==> src/sv/hdse_pkg.sv <==
// ----------------------------------------------------------------------------
// hdse_pkg
// Types, codes and marker tables for the hex dump section extractor.
// ----------------------------------------------------------------------------
package hdse_pkg;

    localparam int START_LEN = 13;
    localparam int END_LEN   = 10;
    localparam int POS_W     = 4;

    localparam logic [7:0] CHAR_SPACE   = 8'h20;
    localparam logic [7:0] CHAR_NEWLINE = 8'h0A;
    localparam logic [7:0] CHAR_START0  = 8'h44;  // 'D'
    localparam logic [7:0] CHAR_ZERO    = 8'h30;
    localparam logic [7:0] CHAR_NINE    = 8'h39;
    localparam logic [7:0] CHAR_UPPER_A = 8'h41;
    localparam logic [7:0] CHAR_UPPER_F = 8'h46;

    typedef enum logic [2:0] {
        ST_DATA     = 3'd0,
        ST_DONE     = 3'd1,
        ST_NO_START = 3'd2,
        ST_BAD      = 3'd3,
        ST_NO_END   = 3'd4
    } status_t;

    typedef enum logic [3:0] {
        MODE_SEARCH = 4'b0001,
        MODE_DATA   = 4'b0010,
        MODE_END    = 4'b0100,
        MODE_HALT   = 4'b1000
    } mode_t;

    typedef enum logic [1:0] {
        PH_SEP  = 2'd0,
        PH_HIGH = 2'd1,
        PH_LOW  = 2'd2
    } phase_t;

    typedef struct packed {
        logic        valid;
        status_t     status;
        logic [7:0]  out_byte;
        logic [15:0] byte_total;
    } result_t;

    // "Data Content:"
    function automatic logic [7:0] start_char(input logic [POS_W-1:0] idx);
        logic [7:0] c;
        unique case (idx)
            4'd0:    c = 8'h44;
            4'd1:    c = 8'h61;
            4'd2:    c = 8'h74;
            4'd3:    c = 8'h61;
            4'd4:    c = 8'h20;
            4'd5:    c = 8'h43;
            4'd6:    c = 8'h6F;
            4'd7:    c = 8'h6E;
            4'd8:    c = 8'h74;
            4'd9:    c = 8'h65;
            4'd10:   c = 8'h6E;
            4'd11:   c = 8'h74;
            4'd12:   c = 8'h3A;
            default: c = 8'h00;
        endcase
        return c;
    endfunction

    // "\n# Subtype"
    function automatic logic [7:0] end_char(input logic [POS_W-1:0] idx);
        logic [7:0] c;
        unique case (idx)
            4'd0:    c = 8'h0A;
            4'd1:    c = 8'h23;
            4'd2:    c = 8'h20;
            4'd3:    c = 8'h53;
            4'd4:    c = 8'h75;
            4'd5:    c = 8'h62;
            4'd6:    c = 8'h74;
            4'd7:    c = 8'h79;
            4'd8:    c = 8'h70;
            4'd9:    c = 8'h65;
            default: c = 8'h00;
        endcase
        return c;
    endfunction

    // bit 4 set marks a character that is not an upper-case hex digit
    function automatic logic [4:0] hex_decode(input logic [7:0] c);
        logic [4:0] v;
        if (c >= CHAR_ZERO && c <= CHAR_NINE) begin
            v = {1'b0, 4'(c - CHAR_ZERO)};
        end else if (c >= CHAR_UPPER_A && c <= CHAR_UPPER_F) begin
            v = {1'b0, 4'(c - CHAR_UPPER_A + 8'd10)};
        end else begin
            v = 5'h10;
        end
        return v;
    endfunction

endpackage

==> src/sv/hex_dump_section_extractor.sv <==
// ----------------------------------------------------------------------------
// hex_dump_section_extractor
// Finds the "Data Content:" section in a text stream and decodes its hex
// triples into bytes, reporting done or the kind of format fault.
// ----------------------------------------------------------------------------
// a result reaches m_tdata / m_tuser from the input register through the parser and the output register
// throughput: one byte per cycle while the output register is not stalled
// bytes that make no result still take a parser step, even while the output is stalled
// reset: aresetn low clears both stages and rearms the start marker search
// ----------------------------------------------------------------------------
module hex_dump_section_extractor
    import hdse_pkg::*;
#(
    parameter longint unsigned COUNT_MAX = 65535
) (
    input  logic        aclk,
    input  logic        aresetn,
    input  logic        s_tvalid,
    output logic        s_tready,
    input  logic [7:0]  s_tdata,    // byte_value
    input  logic        s_tuser,    // action
    output logic        m_tvalid,
    input  logic        m_tready,
    output logic [23:0] m_tdata,    // out_byte[7:0], byte_total[23:8]
    output logic [2:0]  m_tuser     // status
);

    logic       in_valid_reg;
    logic [7:0] in_byte_reg;
    logic       in_action_reg;
    logic       step;
    logic       out_ready;
    result_t    result;

    assign step     = in_valid_reg && (!result.valid || out_ready);
    assign s_tready = !in_valid_reg || step;

    always_ff @(posedge aclk) begin
        if (!aresetn) begin
            in_valid_reg <= 1'b0;
        end else if (s_tready) begin
            in_valid_reg <= s_tvalid;
        end
    end

    always_ff @(posedge aclk) begin
        if (s_tready && s_tvalid) begin
            in_byte_reg   <= s_tdata;
            in_action_reg <= s_tuser;
        end
    end

    hdse_core #(
        .COUNT_MAX(COUNT_MAX)
    ) u_core (
        .aclk      (aclk),
        .aresetn   (aresetn),
        .step      (step),
        .action    (in_action_reg),
        .byte_value(in_byte_reg),
        .result    (result)
    );

    hdse_out_reg u_out (
        .aclk    (aclk),
        .aresetn (aresetn),
        .load    (step && result.valid),
        .result  (result),
        .ready   (out_ready),
        .m_tvalid(m_tvalid),
        .m_tready(m_tready),
        .m_tdata (m_tdata),
        .m_tuser (m_tuser)
    );

    a_byte_zero: assert property (@(posedge aclk) disable iff (!aresetn)
        m_tvalid && m_tuser != ST_DATA |-> m_tdata[7:0] == 8'h00)
        else $error("nonzero byte on a status transfer");

    a_no_drop: assert property (@(posedge aclk) disable iff (!aresetn)
        in_valid_reg && result.valid && !out_ready |=> in_valid_reg)
        else $error("pending item dropped while output stalled");

endmodule

==> src/sv/hdse_core.sv <==
// ----------------------------------------------------------------------------
// hdse_core
// Parser state and per-byte next-state and result logic.
// ----------------------------------------------------------------------------
module hdse_core
    import hdse_pkg::*;
#(
    parameter longint unsigned COUNT_MAX = 65535
) (
    input  logic       aclk,
    input  logic       aresetn,
    input  logic       step,
    input  logic       action,
    input  logic [7:0] byte_value,
    output result_t    result
);

    localparam int CNT_W = $clog2(COUNT_MAX + 1);

    mode_t              mode_reg,   mode_next;
    logic [POS_W-1:0]   pos_reg,    pos_next;
    phase_t             phase_reg,  phase_next;
    logic [3:0]         nib_reg,    nib_next;
    logic [CNT_W-1:0]   cnt_reg,    cnt_next;
    logic [4:0]         hex;

    assign hex = hex_decode(byte_value);

    always_comb begin
        mode_next       = mode_reg;
        pos_next        = pos_reg;
        phase_next      = phase_reg;
        nib_next        = nib_reg;
        cnt_next        = cnt_reg;
        result.valid    = 1'b0;
        result.status   = ST_DATA;
        result.out_byte = 8'h00;
        if (action) begin
            unique case (mode_reg)
                MODE_SEARCH: begin
                    result.valid  = 1'b1;
                    result.status = ST_NO_START;
                end
                MODE_DATA, MODE_END: begin
                    result.valid  = 1'b1;
                    result.status = ST_NO_END;
                end
                default: begin
                    result.valid = 1'b0;
                end
            endcase
            mode_next  = MODE_SEARCH;
            pos_next   = '0;
            phase_next = PH_SEP;
            nib_next   = '0;
            cnt_next   = '0;
        end else begin
            unique case (mode_reg)
                MODE_SEARCH: begin
                    if (byte_value == start_char(pos_reg)) begin
                        if (pos_reg == POS_W'(START_LEN - 1)) begin
                            mode_next  = MODE_DATA;
                            pos_next   = '0;
                            phase_next = PH_SEP;
                        end else begin
                            pos_next = pos_reg + 1'b1;
                        end
                    end else begin
                        pos_next = (byte_value == CHAR_START0) ? POS_W'(1) : '0;
                    end
                end
                MODE_DATA: begin
                    if (phase_reg == PH_SEP) begin
                        if (byte_value == CHAR_SPACE) begin
                            phase_next = PH_HIGH;
                        end else if (byte_value == CHAR_NEWLINE) begin
                            mode_next = MODE_END;
                            pos_next  = POS_W'(1);
                        end else begin
                            mode_next     = MODE_HALT;
                            result.valid  = 1'b1;
                            result.status = ST_BAD;
                        end
                    end else if (hex[4]) begin
                        mode_next     = MODE_HALT;
                        result.valid  = 1'b1;
                        result.status = ST_BAD;
                    end else if (phase_reg == PH_HIGH) begin
                        nib_next   = hex[3:0];
                        phase_next = PH_LOW;
                    end else begin
                        phase_next = PH_SEP;
                        if (cnt_reg < CNT_W'(COUNT_MAX)) begin
                            cnt_next = cnt_reg + 1'b1;
                        end
                        result.valid    = 1'b1;
                        result.status   = ST_DATA;
                        result.out_byte = {nib_reg, hex[3:0]};
                    end
                end
                MODE_END: begin
                    mode_next    = MODE_HALT;
                    result.valid = 1'b1;
                    if (byte_value == end_char(pos_reg)) begin
                        if (pos_reg == POS_W'(END_LEN - 1)) begin
                            result.status = ST_DONE;
                        end else begin
                            mode_next    = MODE_END;
                            pos_next     = pos_reg + 1'b1;
                            result.valid = 1'b0;
                        end
                    end else begin
                        result.status = ST_BAD;
                    end
                end
                default: begin
                    mode_next = MODE_HALT;
                end
            endcase
        end
        // end of input reports the count reached before the rearm
        result.byte_total = action ? 16'(cnt_reg) : 16'(cnt_next);
    end

    always_ff @(posedge aclk) begin
        if (!aresetn) begin
            mode_reg  <= MODE_SEARCH;
            pos_reg   <= '0;
            phase_reg <= PH_SEP;
            nib_reg   <= '0;
            cnt_reg   <= '0;
        end else if (step) begin
            mode_reg  <= mode_next;
            pos_reg   <= pos_next;
            phase_reg <= phase_next;
            nib_reg   <= nib_next;
            cnt_reg   <= cnt_next;
        end
    end

    a_rearm: assert property (@(posedge aclk) disable iff (!aresetn)
        step && action |=> mode_reg == MODE_SEARCH && cnt_reg == '0 && pos_reg == '0)
        else $error("end of input did not rearm the search");

    a_search_count: assert property (@(posedge aclk) disable iff (!aresetn)
        mode_reg == MODE_SEARCH |-> cnt_reg == '0)
        else $error("count nonzero while searching");

    a_count_limit: assert property (@(posedge aclk) disable iff (!aresetn)
        cnt_reg <= CNT_W'(COUNT_MAX))
        else $error("count beyond limit");

    a_phase_idle: assert property (@(posedge aclk) disable iff (!aresetn)
        mode_reg == MODE_SEARCH |-> phase_reg == PH_SEP)
        else $error("triple phase active while searching");

endmodule

==> src/sv/hdse_out_reg.sv <==
// ----------------------------------------------------------------------------
// hdse_out_reg
// Result register toward the master-side stream.
// ----------------------------------------------------------------------------
module hdse_out_reg
    import hdse_pkg::*;
(
    input  logic        aclk,
    input  logic        aresetn,
    input  logic        load,
    input  result_t     result,
    output logic        ready,
    output logic        m_tvalid,
    input  logic        m_tready,
    output logic [23:0] m_tdata,    // out_byte[7:0], byte_total[23:8]
    output logic [2:0]  m_tuser     // status
);

    logic        valid_reg;
    logic [23:0] data_reg;
    logic [2:0]  user_reg;

    assign ready    = !valid_reg || m_tready;
    assign m_tvalid = valid_reg;
    assign m_tdata  = data_reg;
    assign m_tuser  = user_reg;

    always_ff @(posedge aclk) begin
        if (!aresetn) begin
            valid_reg <= 1'b0;
        end else if (ready) begin
            valid_reg <= load;
        end
    end

    always_ff @(posedge aclk) begin
        if (ready && load) begin
            data_reg <= {result.byte_total, result.out_byte};
            user_reg <= result.status;
        end
    end

endmodule
==> config.mk <==
export PLATFORM = sky130hd
export DESIGN_NAME = hex_dump_section_extractor
export DESIGN_NICKNAME = d
export VERILOG_FILES = /design/src/sv/hdse_pkg.sv /design/src/sv/hex_dump_section_extractor.sv /design/src/sv/hdse_core.sv /design/src/sv/hdse_out_reg.sv
export SDC_FILE = /design/constraint.sdc
export NUM_CORES = 1
export LEC_CHECK = 0
export ABC_AREA = 1
export BUFFER_PORTS_ARGS = -buffer_cell sky130_fd_sc_hd__buf_2
export CAP_MARGIN = 30
export CORE_MARGIN = 10
export CORE_UTILIZATION = 55
export CTS_CLUSTER_DIAMETER = 60
export DETAILED_ROUTE_END_ITERATION = 8
export PLACE_DENSITY = 0.83
export SLEW_MARGIN = 20
export SYNTH_ARGS = -nofsm -noshare
export SYNTH_HDL_FRONTEND = slang
export SYNTH_SLANG_ARGS = --single-unit
export TNS_END_PERCENT = 1
==> constraint.sdc <==
create_clock -name aclk -period 3.12 [get_ports aclk]
set_input_delay 0.624 -clock aclk [delete_from_list [all_inputs] [get_ports aclk]]
set_output_delay 0.624 -clock aclk [all_outputs]
set_load 0.005 [all_outputs]
==> flow_summary.yaml <==
sta:
  maxSlewViolCount: 0
  worst_slack_ps: 204
  rsz0062_at_grt: "true"
  fin_crit_ps: 2920
  hold_viol_final: 0
  tightestPinTransition_ps: 592
  fin_crit_sh_pct: 93.5
  final-setup-viol-count: 0
  setup_tns_ps: 0
  clock_skew_ps: 13.4
  max_clock_freq_mhz: 343
  slew_headroom_pct: 60.5
  hold_ws_ps: 431
grt:
  grt_usage_pct: 17.0
  grt_antenna_before_repair: 0
  grt_first_pass_wirelength_um: 16400
  grt_overflow_total: 0
  grt_pass1_vias: 3627
  grt_max_degree: 30
pwr:
  finalPower_mw: 2.36
  ir_drop_v: 0.000272
  p_leak_nw: 2.23
  powerDensity_nw_per_um2: 472
worst_hold_path:
  hold_path_class: "input pin to flip-flop"
synth:
  avgSynthCellArea_um2: 7.83
  yosys.area_share.simple_pct: 28.7
  synth_edf_count: 36
  synth_ff_type: "dfxtp_1"
  synth-compound-area-share_pct: 11.1
  synthArstFlopShare_pct: 0
  synth.distinct_cells: 38
  synthMuxAreaShare_pct: 0
  syn_area_um2: 4460
  synthAdderAreaFrac_pct: 3.93
  yosys_register_bits: 82
  synthXorXnorAreaFrac_pct: 2.16
  synth_top_family_by_area: "simple AND/OR/NAND/NOR gates"
  yosys_warnings: 0
  seq_area_frac_synth_pct: 44.9
  synth_fp_nets: 597
  syn-instance-count: 570
route:
  top_layer_used: "met4"
  vias_per_cell: 5.36
  avgRoutedWirePerCell_um: 13.8
  drt_wl_total_um: 10000
  drtAntennaViolNets: 0
  drc: 0
  wl_met3_um: 718
  route.vias.total: 3880
  dr_wl_met2_um: 4770
  wl_met1_um: 4290
  drt_pass1_iterations: 5
  drt_iter0_drc: 312
clock_network:
  clkSlewWorstSetupHoldPaths_ps: 90
  cts_tree: "built"
  clock_insertion_delay_worst_skew_ps: 370
  htreeDepth: 3
  cts_made_buffers: 9
  cts_sinks: 82
  clockBufferDepth: 2
  ctsRootBufferMaster: "clkbuf_8"
floorplan:
  start_util_pct: 57.1
  row_count: 32
  die_h_um: 110
  io_pins: 42
  die_x_um: 110
  design.die.area_um2: 12100
  fp.coreArea_um2: 7810
status:
  outcome: "finished, final reports clean"
cells_and_area:
  diodes: 0
  num-fill-cells: 660
  layout_common_cells: "nand2_1 (133), inv_1 (82), nor2_1 (53)"
  fin_nets: 644
  final_common_cell: "nand2_1"
  drive_above_1_share_pct: 15.4
  stdcell_count: 724
  area_growth_pct: 12.0
worst_setup_path:
  path_common_cell: "nand2_1"
  end_kind: "flip-flop"
  slowest_stage: "edfxtp_1"
  critPathLaunchType: "flip-flop"
  cp_data_required_time_ps: 3370
  crit_path_cell_trace: "inv_2, ha_1, nand2_1, nand3_1, nand2_1, nand2_1, nand2_1, nand2_1, nand3_4, nand2_4, nand3_4, nand2_1, nand3_2, ha_4, inv_1, nand3_1, nand3_1, nand2_1"
  worstPathArrival_ps: 3170
  criticalPathCategory: "flip-flop to flip-flop"
  critical_path_peak_fanout: 8
  max_stage_delay_ps: 490
placement:
  place.port_buffers: 41
  place_hpwl_um: 7360
  pre_cts_ws_ps: 214
  place_congestion: 0.892
  dp.cells: 705
flow_run:
  drv_cap: 0
[path summary, 6_finish.rpt]
check                            startpoint                              to  slack (ps)  depth (start not counted)
max reg2reg        in_byte_reg[1]$_DFFE_PP_                       flip-flop         200                         18
max                in_byte_reg[1]$_DFFE_PP_                       flip-flop         200                         18
min                              s_tdata[2]        in_byte_reg[2]$_DFFE_PP_         430                          1
min reg2reg  u_core.nib_reg[1]$_SDFFE_PN0P_  u_core.nib_reg[1]$_SDFFE_PN0P_         480                          2
[power breakdown]
| part | internal (mW) | switching, mW |
|---|---|---|
| registers | 1.19 | 0.0470 |
| logic | 0.118 | 0.219 |
| clock network | 0.376 | 0.409 |
| total | 1.68 | 0.675 |
[kinds of logic after synthesis]
kind of cell / count (synthesis)
buffers and inverters: 102
DFF: 82
xor gates and xnor gates: 11
and+or+nand+nor: 271
AOI/OAI and AO/OA: 90
adders and majority gates: 14
[final cells by class]
type / instances / area, um^2 / share of cell area [%]
multi-input combinational: 386 / 2070 / 41.3
clock inverter: 7 / 77.6 / 1.55
tap: 102 / 128 / 2.55
inverter: 89 / 334 / 6.69
sequential: 82 / 2000 / 40.1
timing repair buffer: 49 / 265 / 5.31
clock buffer: 9 / 124 / 2.48
[through the flow]
| step | util (%) | cell area, um^2 |
|---|---|---|
| 6_report | 64.0 | 5000 |
| 5_1_grt | 64.0 | 5000 |
| 4_1_cts | 63.5 | 4960 |
| 3_5_place_dp | 60.9 | 4760 |
| 3_3_place_gp | 60.9 | 4760 |
| 2_1_floorplan | - | 4460 |
[what timing repair did]
action,in CTS,in global routing
hold endpoints to repair,0,0
resized for setup,0,3
hold buffers,0,0
buffers inserted,0,3
endpoints found under the setup margin,0,13
[routing by layer]
metal	up-vias	GRT usage, %
met5	-	0
met4	0	7.53
met3	20	4.18
met2	133	27.9
met1	1779	20.6
li1	1948	-
[worst max-delay path, delay by kind of cell, from the launching register on]
kind                     cells  cell delay [ps]
AND/OR/NAND/NOR             14             1580
flip-flops                   1              490
buffers and inverters        2              220
adder cells (fa/ha/maj)      2              520
[cells in the mapped netlist, types with 3 or more instances]
cell type    n  area, um^2
o211ai_1     5        37.5
nor3_1       5        25.0
nand4_1      7        43.8
nand2_2      6        37.5
clkinv_1     3        11.3
buf_6        3        33.8
ha_1        14         175
a211oi_1     4        30.0
clkbuf_1     6        22.5
nand3_2      4        40.0
nand3_4      4        70.1
nand3_1     43         215
nor2_2       3        18.8
nor2_1      53         199
nand2_1    134         503
buf_2        3        15.0
a21oi_1     28         140
o22ai_1      3        18.8
xor2_1       6        52.6
inv_1       83         312
edfxtp_1    36        1080
o21bai_1     3        22.5
o21ai_0     43         215
dfxtp_1     46         921
xnor2_1      5        43.8
inv_2        3        11.3
Note: power is estimated with default switching activity, not from simulation.
